## src/design/hsfb_pkg.sv

```systemverilog
// ----------------------------------------------------------------------------
// hsfb_pkg
// Shared types and constants for the half-screen fill/blit engine.
// ----------------------------------------------------------------------------
`default_nettype none

package hsfb_pkg;

  localparam int SCREEN_WIDTH = 128;
  localparam int HALF_HEIGHT  = 64;
  localparam int PIX_W        = 16;
  localparam int COORD_W      = 18;   // exact sums of two 16-bit signed values

  localparam logic [PIX_W-1:0] KEY_COLOR = 16'hFFFF;

  typedef enum logic [2:0] {
    OP_SET  = 3'd0,
    OP_FILL = 3'd1,
    OP_HDR  = 3'd2,
    OP_BPIX = 3'd3,
    OP_READ = 3'd4
  } op_t;

  typedef enum logic [2:0] {
    S_CLEAR,
    S_IDLE,
    S_EXEC,
    S_MEM,
    S_FSET,
    S_FILL,
    S_RESP
  } state_t;

  typedef struct packed {
    logic [2:0]        opcode;
    logic signed [15:0] x_pos;
    logic signed [15:0] y_pos;
    logic signed [15:0] width;
    logic signed [15:0] height;
    logic [PIX_W-1:0]  color;
    logic              keyed;
  } in_req_t;

  typedef struct packed {
    logic [PIX_W-1:0] pixel_value;
    logic             inside_res;
  } out_rsp_t;

endpackage

`default_nettype wire

```

## src/design/hsfb_engine.sv

```systemverilog
// ----------------------------------------------------------------------------
// hsfb_engine
// Command sequencer: clear sweep, pixel/blit address generation, fill walker.
// ----------------------------------------------------------------------------
`default_nettype none

module hsfb_engine #(
  parameter int SCREEN_WIDTH = hsfb_pkg::SCREEN_WIDTH,
  parameter int HALF_HEIGHT  = hsfb_pkg::HALF_HEIGHT
) (
  input  wire logic                                        clk,
  input  wire logic                                        rst_n,
  input  wire logic                                        half_sel,
  input  wire logic                                        in_valid,
  output logic                                             in_ready,
  input  wire hsfb_pkg::in_req_t                           in_req,
  output logic                                             mem_we,
  output logic                                             mem_re,
  output logic [$clog2(SCREEN_WIDTH*HALF_HEIGHT)-1:0]      mem_addr,
  output logic [hsfb_pkg::PIX_W-1:0]                       mem_wdata,
  input  wire logic [hsfb_pkg::PIX_W-1:0]                  mem_rdata,
  input  wire logic                                        rsp_free,
  output logic                                             rsp_load,
  output hsfb_pkg::out_rsp_t                               rsp
);

  localparam int DEPTH = SCREEN_WIDTH * HALF_HEIGHT;
  localparam int AW    = $clog2(DEPTH);
  localparam int CW    = $clog2(SCREEN_WIDTH);
  localparam int RW    = $clog2(HALF_HEIGHT);
  localparam int COLW  = $clog2(SCREEN_WIDTH + 1);
  localparam int ROWW  = $clog2(2 * HALF_HEIGHT + 1);
  localparam int XW    = hsfb_pkg::COORD_W;

  localparam logic signed [XW-1:0] ZERO_S = '0;
  localparam logic signed [XW-1:0] ONE_S  = XW'(1);
  localparam logic signed [XW-1:0] SW_S   = XW'(SCREEN_WIDTH);
  localparam logic signed [XW-1:0] SWM1_S = XW'(SCREEN_WIDTH - 1);
  localparam logic signed [XW-1:0] HH_S   = XW'(HALF_HEIGHT);
  localparam logic signed [XW-1:0] H2_S   = XW'(2 * HALF_HEIGHT);

  hsfb_pkg::state_t  state_r, state_nxt;
  hsfb_pkg::in_req_t cmd_r;

  logic [AW-1:0]   clr_addr_r;
  logic            blit_open_r, blit_keyed_r;
  logic signed [15:0] blit_left_r, blit_bottom_r;
  logic [COLW-1:0] cols_r, src_col_r, src_col_inc;
  logic [ROWW-1:0] rows_r, src_row_r, src_row_inc;

  logic [CW-1:0]   pix_x_r;
  logic [RW-1:0]   pix_ro_r;
  logic            pix_wr_r;

  logic [CW-1:0]   cl_r, cr_r, col_r;
  logic [RW-1:0]   cto_r, cbo_r, rows_left_r, ro_lo;
  logic [AW-1:0]   rbase_r;

  // coordinate math
  logic signed [XW-1:0] first_s, last_s, x_s, y_s, w_s, h_s;
  logic signed [XW-1:0] sx_s, sy_s, px_s, py_s, ro_s;
  logic signed [XW-1:0] f_right, f_bot, cl_s, cr_s, ct_s, cb_s;
  logic                 in_win, key_skip, fill_ok, is_bpix;

  assign first_s = half_sel ? HH_S : ZERO_S;
  assign last_s  = first_s + HH_S - ONE_S;
  assign x_s     = XW'(cmd_r.x_pos);
  assign y_s     = XW'(cmd_r.y_pos);
  assign w_s     = XW'(cmd_r.width);
  assign h_s     = XW'(cmd_r.height);

  assign sx_s    = XW'(blit_left_r) + $signed(XW'(src_col_r));
  assign sy_s    = XW'(blit_bottom_r) - $signed(XW'(src_row_r));
  assign is_bpix = (cmd_r.opcode == hsfb_pkg::OP_BPIX);
  assign px_s    = is_bpix ? sx_s : x_s;
  assign py_s    = is_bpix ? sy_s : y_s;
  assign in_win  = (px_s >= ZERO_S) && (px_s < SW_S) && (py_s >= first_s) && (py_s <= last_s);
  assign ro_s    = last_s - py_s;
  assign key_skip = blit_keyed_r && (cmd_r.color == hsfb_pkg::KEY_COLOR);

  assign src_col_inc = COLW'(src_col_r + 1'b1);
  assign src_row_inc = ROWW'(src_row_r + 1'b1);

  // fill clipping
  assign f_right = x_s + w_s - ONE_S;
  assign f_bot   = y_s + h_s - ONE_S;
  assign fill_ok = (w_s >= ONE_S) && (w_s <= SW_S) && (h_s >= ONE_S) && (h_s <= H2_S) &&
                   (x_s <= SWM1_S) && (f_right >= ZERO_S) &&
                   (f_bot >= first_s) && (y_s <= last_s);
  assign cl_s    = (x_s < ZERO_S) ? ZERO_S : x_s;
  assign cr_s    = (f_right > SWM1_S) ? SWM1_S : f_right;
  assign ct_s    = ((y_s < first_s) ? first_s : y_s) - first_s;
  assign cb_s    = ((f_bot > last_s) ? last_s : f_bot) - first_s;
  assign ro_lo   = RW'(HALF_HEIGHT - 1) - cbo_r;

  // next state
  always_comb begin
    state_nxt = state_r;
    case (state_r)
      hsfb_pkg::S_CLEAR: begin
        if (clr_addr_r == AW'(DEPTH - 1)) state_nxt = hsfb_pkg::S_IDLE;
      end
      hsfb_pkg::S_IDLE: begin
        if (in_valid) state_nxt = hsfb_pkg::S_EXEC;
      end
      hsfb_pkg::S_EXEC: begin
        case (cmd_r.opcode)
          hsfb_pkg::OP_SET:
            state_nxt = in_win ? hsfb_pkg::S_MEM : hsfb_pkg::S_IDLE;
          hsfb_pkg::OP_FILL:
            state_nxt = fill_ok ? hsfb_pkg::S_FSET : hsfb_pkg::S_IDLE;
          hsfb_pkg::OP_BPIX:
            state_nxt = (blit_open_r && in_win && !key_skip) ? hsfb_pkg::S_MEM
                                                             : hsfb_pkg::S_IDLE;
          hsfb_pkg::OP_READ: begin
            if (in_win) state_nxt = hsfb_pkg::S_MEM;
            else if (rsp_free) state_nxt = hsfb_pkg::S_IDLE;
          end
          default: state_nxt = hsfb_pkg::S_IDLE;
        endcase
      end
      hsfb_pkg::S_MEM: begin
        state_nxt = pix_wr_r ? hsfb_pkg::S_IDLE : hsfb_pkg::S_RESP;
      end
      hsfb_pkg::S_FSET: state_nxt = hsfb_pkg::S_FILL;
      hsfb_pkg::S_FILL: begin
        if (col_r == cr_r && rows_left_r == '0) state_nxt = hsfb_pkg::S_IDLE;
      end
      hsfb_pkg::S_RESP: begin
        if (rsp_free) state_nxt = hsfb_pkg::S_IDLE;
      end
      default: state_nxt = hsfb_pkg::S_IDLE;
    endcase
  end

  // outputs
  always_comb begin
    in_ready  = 1'b0;
    mem_we    = 1'b0;
    mem_re    = 1'b0;
    mem_addr  = '0;
    mem_wdata = cmd_r.color;
    rsp_load  = 1'b0;
    rsp       = '0;
    case (state_r)
      hsfb_pkg::S_CLEAR: begin
        mem_we    = 1'b1;
        mem_addr  = clr_addr_r;
        mem_wdata = '0;
      end
      hsfb_pkg::S_IDLE: in_ready = 1'b1;
      hsfb_pkg::S_EXEC: begin
        // read outside the active half answers zero without touching the store
        if (cmd_r.opcode == hsfb_pkg::OP_READ && !in_win && rsp_free) rsp_load = 1'b1;
      end
      hsfb_pkg::S_MEM: begin
        mem_we   = pix_wr_r;
        mem_re   = !pix_wr_r;
        mem_addr = AW'(pix_x_r) + AW'(AW'(pix_ro_r) * AW'(SCREEN_WIDTH));
      end
      hsfb_pkg::S_FILL: begin
        mem_we   = 1'b1;
        mem_addr = rbase_r + AW'(col_r);
      end
      hsfb_pkg::S_RESP: begin
        rsp_load        = rsp_free;
        rsp.pixel_value = mem_rdata;
        rsp.inside_res  = 1'b1;
      end
      default: ;
    endcase
  end

  // control state
  always_ff @(posedge clk) begin
    if (!rst_n) begin
      state_r       <= hsfb_pkg::S_CLEAR;
      clr_addr_r    <= '0;
      blit_open_r   <= 1'b0;
      blit_keyed_r  <= 1'b0;
      blit_left_r   <= '0;
      blit_bottom_r <= '0;
      cols_r        <= '0;
      rows_r        <= '0;
      src_col_r     <= '0;
      src_row_r     <= '0;
    end else begin
      state_r <= state_nxt;
      if (state_r == hsfb_pkg::S_CLEAR) clr_addr_r <= AW'(clr_addr_r + 1'b1);
      if (state_r == hsfb_pkg::S_EXEC && cmd_r.opcode == hsfb_pkg::OP_HDR) begin
        blit_left_r   <= cmd_r.x_pos;
        blit_bottom_r <= cmd_r.y_pos;
        cols_r        <= COLW'(cmd_r.width);
        rows_r        <= ROWW'(cmd_r.height);
        blit_keyed_r  <= cmd_r.keyed;
        src_col_r     <= '0;
        src_row_r     <= '0;
        blit_open_r   <= (w_s >= ONE_S) && (w_s <= SW_S) && (h_s >= ONE_S) && (h_s <= H2_S);
      end
      if (state_r == hsfb_pkg::S_EXEC && is_bpix && blit_open_r) begin
        // clipped or keyed pixels still advance the source position
        if (src_col_inc == cols_r) begin
          src_col_r <= '0;
          if (src_row_inc == rows_r) begin
            src_row_r   <= '0;
            blit_open_r <= 1'b0;
          end else begin
            src_row_r <= src_row_inc;
          end
        end else begin
          src_col_r <= src_col_inc;
        end
      end
    end
  end

  // payload registers
  always_ff @(posedge clk) begin
    if (state_r == hsfb_pkg::S_IDLE && in_valid) cmd_r <= in_req;
    if (state_r == hsfb_pkg::S_EXEC) begin
      pix_x_r  <= px_s[CW-1:0];
      pix_ro_r <= ro_s[RW-1:0];
      pix_wr_r <= (cmd_r.opcode != hsfb_pkg::OP_READ);
      cl_r     <= cl_s[CW-1:0];
      cr_r     <= cr_s[CW-1:0];
      cto_r    <= ct_s[RW-1:0];
      cbo_r    <= cb_s[RW-1:0];
    end
    if (state_r == hsfb_pkg::S_FSET) begin
      rbase_r     <= AW'(AW'(ro_lo) * AW'(SCREEN_WIDTH));
      col_r       <= cl_r;
      rows_left_r <= RW'(cbo_r - cto_r);
    end
    if (state_r == hsfb_pkg::S_FILL) begin
      if (col_r == cr_r) begin
        col_r       <= cl_r;
        rbase_r     <= AW'(rbase_r + AW'(SCREEN_WIDTH));
        rows_left_r <= RW'(rows_left_r - 1'b1);
      end else begin
        col_r <= CW'(col_r + 1'b1);
      end
    end
  end

endmodule

`default_nettype wire

```

## config.mk

```make
export PLATFORM = sky130hd
export DESIGN_NAME = hsfb_engine
export DESIGN_NICKNAME = d
export VERILOG_FILES = /design/src/design/hsfb_pkg.sv /design/src/design/hsfb_engine.sv
export SDC_FILE = /design/constraint.sdc
export NUM_CORES = 1
export LEC_CHECK = 0
export ABC_CLOCK_PERIOD_IN_PS = 5800
export BUFFER_PORTS_ARGS = -buffer_cell sky130_fd_sc_hd__buf_4
export CAP_MARGIN = 5
export CORE_MARGIN = 2
export CORE_UTILIZATION = 40
export DETAILED_ROUTE_END_ITERATION = 16
export PLACE_DENSITY = 0.69
export SKIP_LAST_GASP = 1
export SYNTH_ARGS = -nofsm -noshare
export SYNTH_HDL_FRONTEND = slang
export SYNTH_SLANG_ARGS = --single-unit
```

## constraint.sdc

```tcl
create_clock -name clk -period 5.8 [get_ports clk]
set_input_delay 1.16 -clock clk [delete_from_list [all_inputs] [get_ports clk]]
set_output_delay 1.16 -clock clk [all_outputs]
set_load 0.02 [all_outputs]
```

==> flow_metrics.env <==
export IMPL_status="completed"
export IMPL_grt_overflow=0
export IMPL_finalHoldViolations=0
export IMPL_power_uw=3630
export IMPL_firstDrtPassIters=6
export IMPL_setup_violations=0
export IMPL_fin_skew_ns=0.0161
export IMPL_via_count=11200
export IMPL_gp_congestion=0.890
export IMPL_antenna_found_initial=0
export IMPL_clockRootBuffer="clkbuf_16"
export IMPL_post_cts_buffers=0
export IMPL_post_drt_wl_per_cell_um=16.4
export IMPL_path_clk_slew_ns=0.06
export IMPL_yosys_cell_types_count=76
export IMPL_async_flop_share_pct=0
export IMPL_arrival_ns=4.47
export IMPL_max_freq_ghz=0.178
export IMPL_detail_route_antenna_nets=0
export IMPL_maxCapViolations=0
export IMPL_rr_worst_depth=13
export IMPL_crit_end="rsp_load"
export IMPL_die_width_um=191
export IMPL_numPortBuffers=154
export IMPL_die_height_um=191
export IMPL_cp_startpoint="src_row_r[0]"
export IMPL_yosys_most_used_dff="edfxtp_1"
export IMPL_worstPathMaxFanout=7
export IMPL_tns_ns=0
export IMPL_clock_sinks=232
export IMPL_clockBufferDepth=3
export IMPL_pre_cts_ws_ns=0.578
export IMPL_io_pins=155
export IMPL_start_kind="register"
export IMPL_r2r_end="cr_r[6]"
export IMPL_syn_num_nets=1717
export IMPL_worst_slack_ns=0.174
export IMPL_syn_area_per_cell_um2=9.32
export IMPL_r2r_slack_ns=1.70
export IMPL_route_detailed_drc=0
export IMPL_yosysSeqAreaShare_pct=43.1
export IMPL_cts_tree="done"
export IMPL_synth_seq_cells=232
export IMPL_worstMarginPinSlew_ns=1.14
export IMPL_h_tree_depth=1
export IMPL_p_leak_uw=0.00677
export IMPL_totalWireLength_um=34600
export IMPL_nFillCells=3232
export IMPL_grt_pass1_wl_um=54800
export IMPL_synth_edf_count=138
export IMPL_dr_first_iter_drc_count=818
export IMPL_grt_max_degree=85
export IMPL_global_route_usage_total_pct=18.7
export IMPL_grt_pass1_vias=10600
export IMPL_numCtsBuffers=27
export IMPL_area_growth_pct=18.3
export IMPL_place_hpwl_um=25800
export IMPL_num_rows=68
export IMPL_timing_rr_start="cmd_r[67]"
export IMPL_nets=1855
export IMPL_drive_above_1_share_pct=13.7
export IMPL_start_util_pct=40.6
export IMPL_crit_required_ns=4.64
export IMPL_period_minus_slack_ns=5.63
export IMPL_n_antenna_cell=0
export IMPL_synth_yosys_warnings=0
export IMPL_synth_area_mm2=0.0140
export IMPL_placed_area_mm2=0.0156
export IMPL_crit_type="reg -> out"
export IMPL_ir_worst_vdd_uv=239
export IMPL_power_density_mw_per_mm2=219
export IMPL_clk_latency_ns=0.53
export IMPL_final_core_util_pct=48.0
export IMPL_final_cell_area_mm2=0.0166
export IMPL_core_region_area_mm2=0.0345
export IMPL_netlist_instances=1501
export IMPL_relSlewSlack_pct=24.2
export IMPL_vias_per_cell=5.28
export IMPL_cp_end_kind="output pin"
export IMPL_fin_crit_sh_pct=97.0
export IMPL_die_area_mm2=0.0365
export IMPL_hold_class="reg -> reg"
export IMPL_maxSlewViolCount=0
[state kept, by name, summed over array words and instances (netlist names), 8 cells and up]
| signal | flops |
|---|---|
| src_col_r | 8 |
| src_row_r | 8 |
| blit_left_r | 16 |
| rbase_r | 13 |
| clr_addr_r | 13 |
| blit_bottom_r | 16 |
| rows_r | 8 |
| cols_r | 8 |
| cmd_r | 84 |
[stage by stage]
step,std cells,hold slack [ns]
floorplan,1501,0.443
global placement,2065,0.459
detailed placement,2065,0.469
CTS,2114,0.479
global route,2114,0.500
finish,2114,0.471
[metal layers]
layer	wire [µm]	global-route usage (%)	vias to the layer above	part of all wire, %
met4	937	5.31	0	2.7
met3	2150	3.18	54	6.2
li1	-	-	5550	-
met2	15900	30.2	327	46
met5	0	0	-	0
met1	15600	25.7	5235	45
[power breakdown]
| part | internal, µW | switching [µW] | total (µW) |
|---|---|---|---|
| registers | 1740 | 2.80 | 1740 |
| clock network | 1110 | 695 | 1810 |
| logic | 56.8 | 29.2 | 86.0 |
[cells by family (layout without fill, tap and decap cells)]
logic type	count (synthesis)	after routing	synth area share (%)
buffers and inverters	223	381	6.00
AO/OA/AOI/OAI	339	339	16.5
multiplexers	10	10	0.742
AND/OR/NAND/NOR	498	498	17.8
flip-flops	232	232	43.1
adder cells (fa/ha/maj)	111	111	10.3
XOR/XNOR	88	88	5.61
[Yosys cell counts, drive strengths merged, types with 14 or more instances]
master,n,share of area (%)
dfxtp,94,13
clkbuf,50,1.3
nor3,31,1.1
a21boi,59,3.2
or3,14,0.63
and2,50,2.2
a21o,19,1.0
nand2,154,4.1
a21oi,69,2.5
o21ai,58,2.1
nand2b,25,1.1
o22ai,14,0.63
ha,105,9.4
nand4,21,0.94
edfxtp,138,30
nor2b,32,1.4
xnor2,54,3.4
a22oi,14,0.75
nand3,27,0.97
nor4,15,0.67
nor2,84,2.3
inv,170,4.6
xor2,33,2.1
and3,17,0.76
[final cells by class]
type	instances	area [µm²]	area share, %
Clock inverter	15	221	1.34
Multi-Input combinational cell	1046	7160	43.3
Tap cell	455	569	3.44
Clock buffer	34	722	4.36
Timing Repair Buffer	162	1220	7.35
Inverter	170	638	3.86
Sequential cell	232	6030	36.4
[worst min path at each step]
stage / cells after the start / endpoint / slack, ns / from
3_3_place_gp: 2 / blit_bottom_r[5] / 0.46 / blit_bottom_r[5]
6_report: 2 / blit_keyed_r / 0.47 / blit_keyed_r
4_1_cts: 2 / blit_bottom_r[0] / 0.48 / blit_bottom_r[0]
2_1_floorplan: 2 / blit_bottom_r[0] / 0.44 / blit_bottom_r[0]
3_5_place_dp: 2 / blit_left_r[7] / 0.47 / blit_left_r[7]
5_1_grt: 2 / blit_bottom_r[0] / 0.50 / blit_bottom_r[0]
[cells in the final DEF (no fill, tap or decap), types with 7 or more instances in the layout]
cell / count
o211ai_1: 7
nand4_1: 21
xor2_1: 33
nor2b_1: 32
a211oi_1: 12
a21o_1: 19
o221a_2: 7
a22oi_1: 14
a21oi_1: 68
o22ai_1: 14
nand3_1: 27
or3_1: 14
nor2_1: 84
a21boi_0: 58
buf_4: 162
inv_1: 170
ha_1: 105
clkbuf_16: 27
o21ai_0: 56
nand2b_1: 25
nor4_1: 15
nor3_1: 29
and2_1: 48
xnor2_1: 54
and3_1: 17
edfxtp_1: 138
o21bai_1: 11
mux2i_1: 7
dfxtp_1: 94
nand2_1: 154
o21a_1: 12
[timing repair]
action / CTS / global route
endpoints found under the setup margin: 1 / 1
gates resized for setup: 1 / 4
pin swaps: 0 / 1
hold buffers: 0 / 0
hold endpoints to repair: 0 / 0
[critical path, cell delays in order (launching register included)]
cell      delay (ns)
dfxtp_1         0.38
ha_1            0.24
fa_1            0.38
nand2b_1        0.24
a21oi_4         0.22
o21a_1          0.13
nor2_1          0.04
xnor2_1         0.12
a21o_1          0.19
ha_1            0.28
nand2b_1        0.05
or4_1           0.38
or4_1           0.41
a21oi_1         0.17
o221ai_2        0.16
a31oi_2         0.26
nor3_1          0.09
buf_4           0.18
Note: power is estimated with default switching activity, not from simulation.
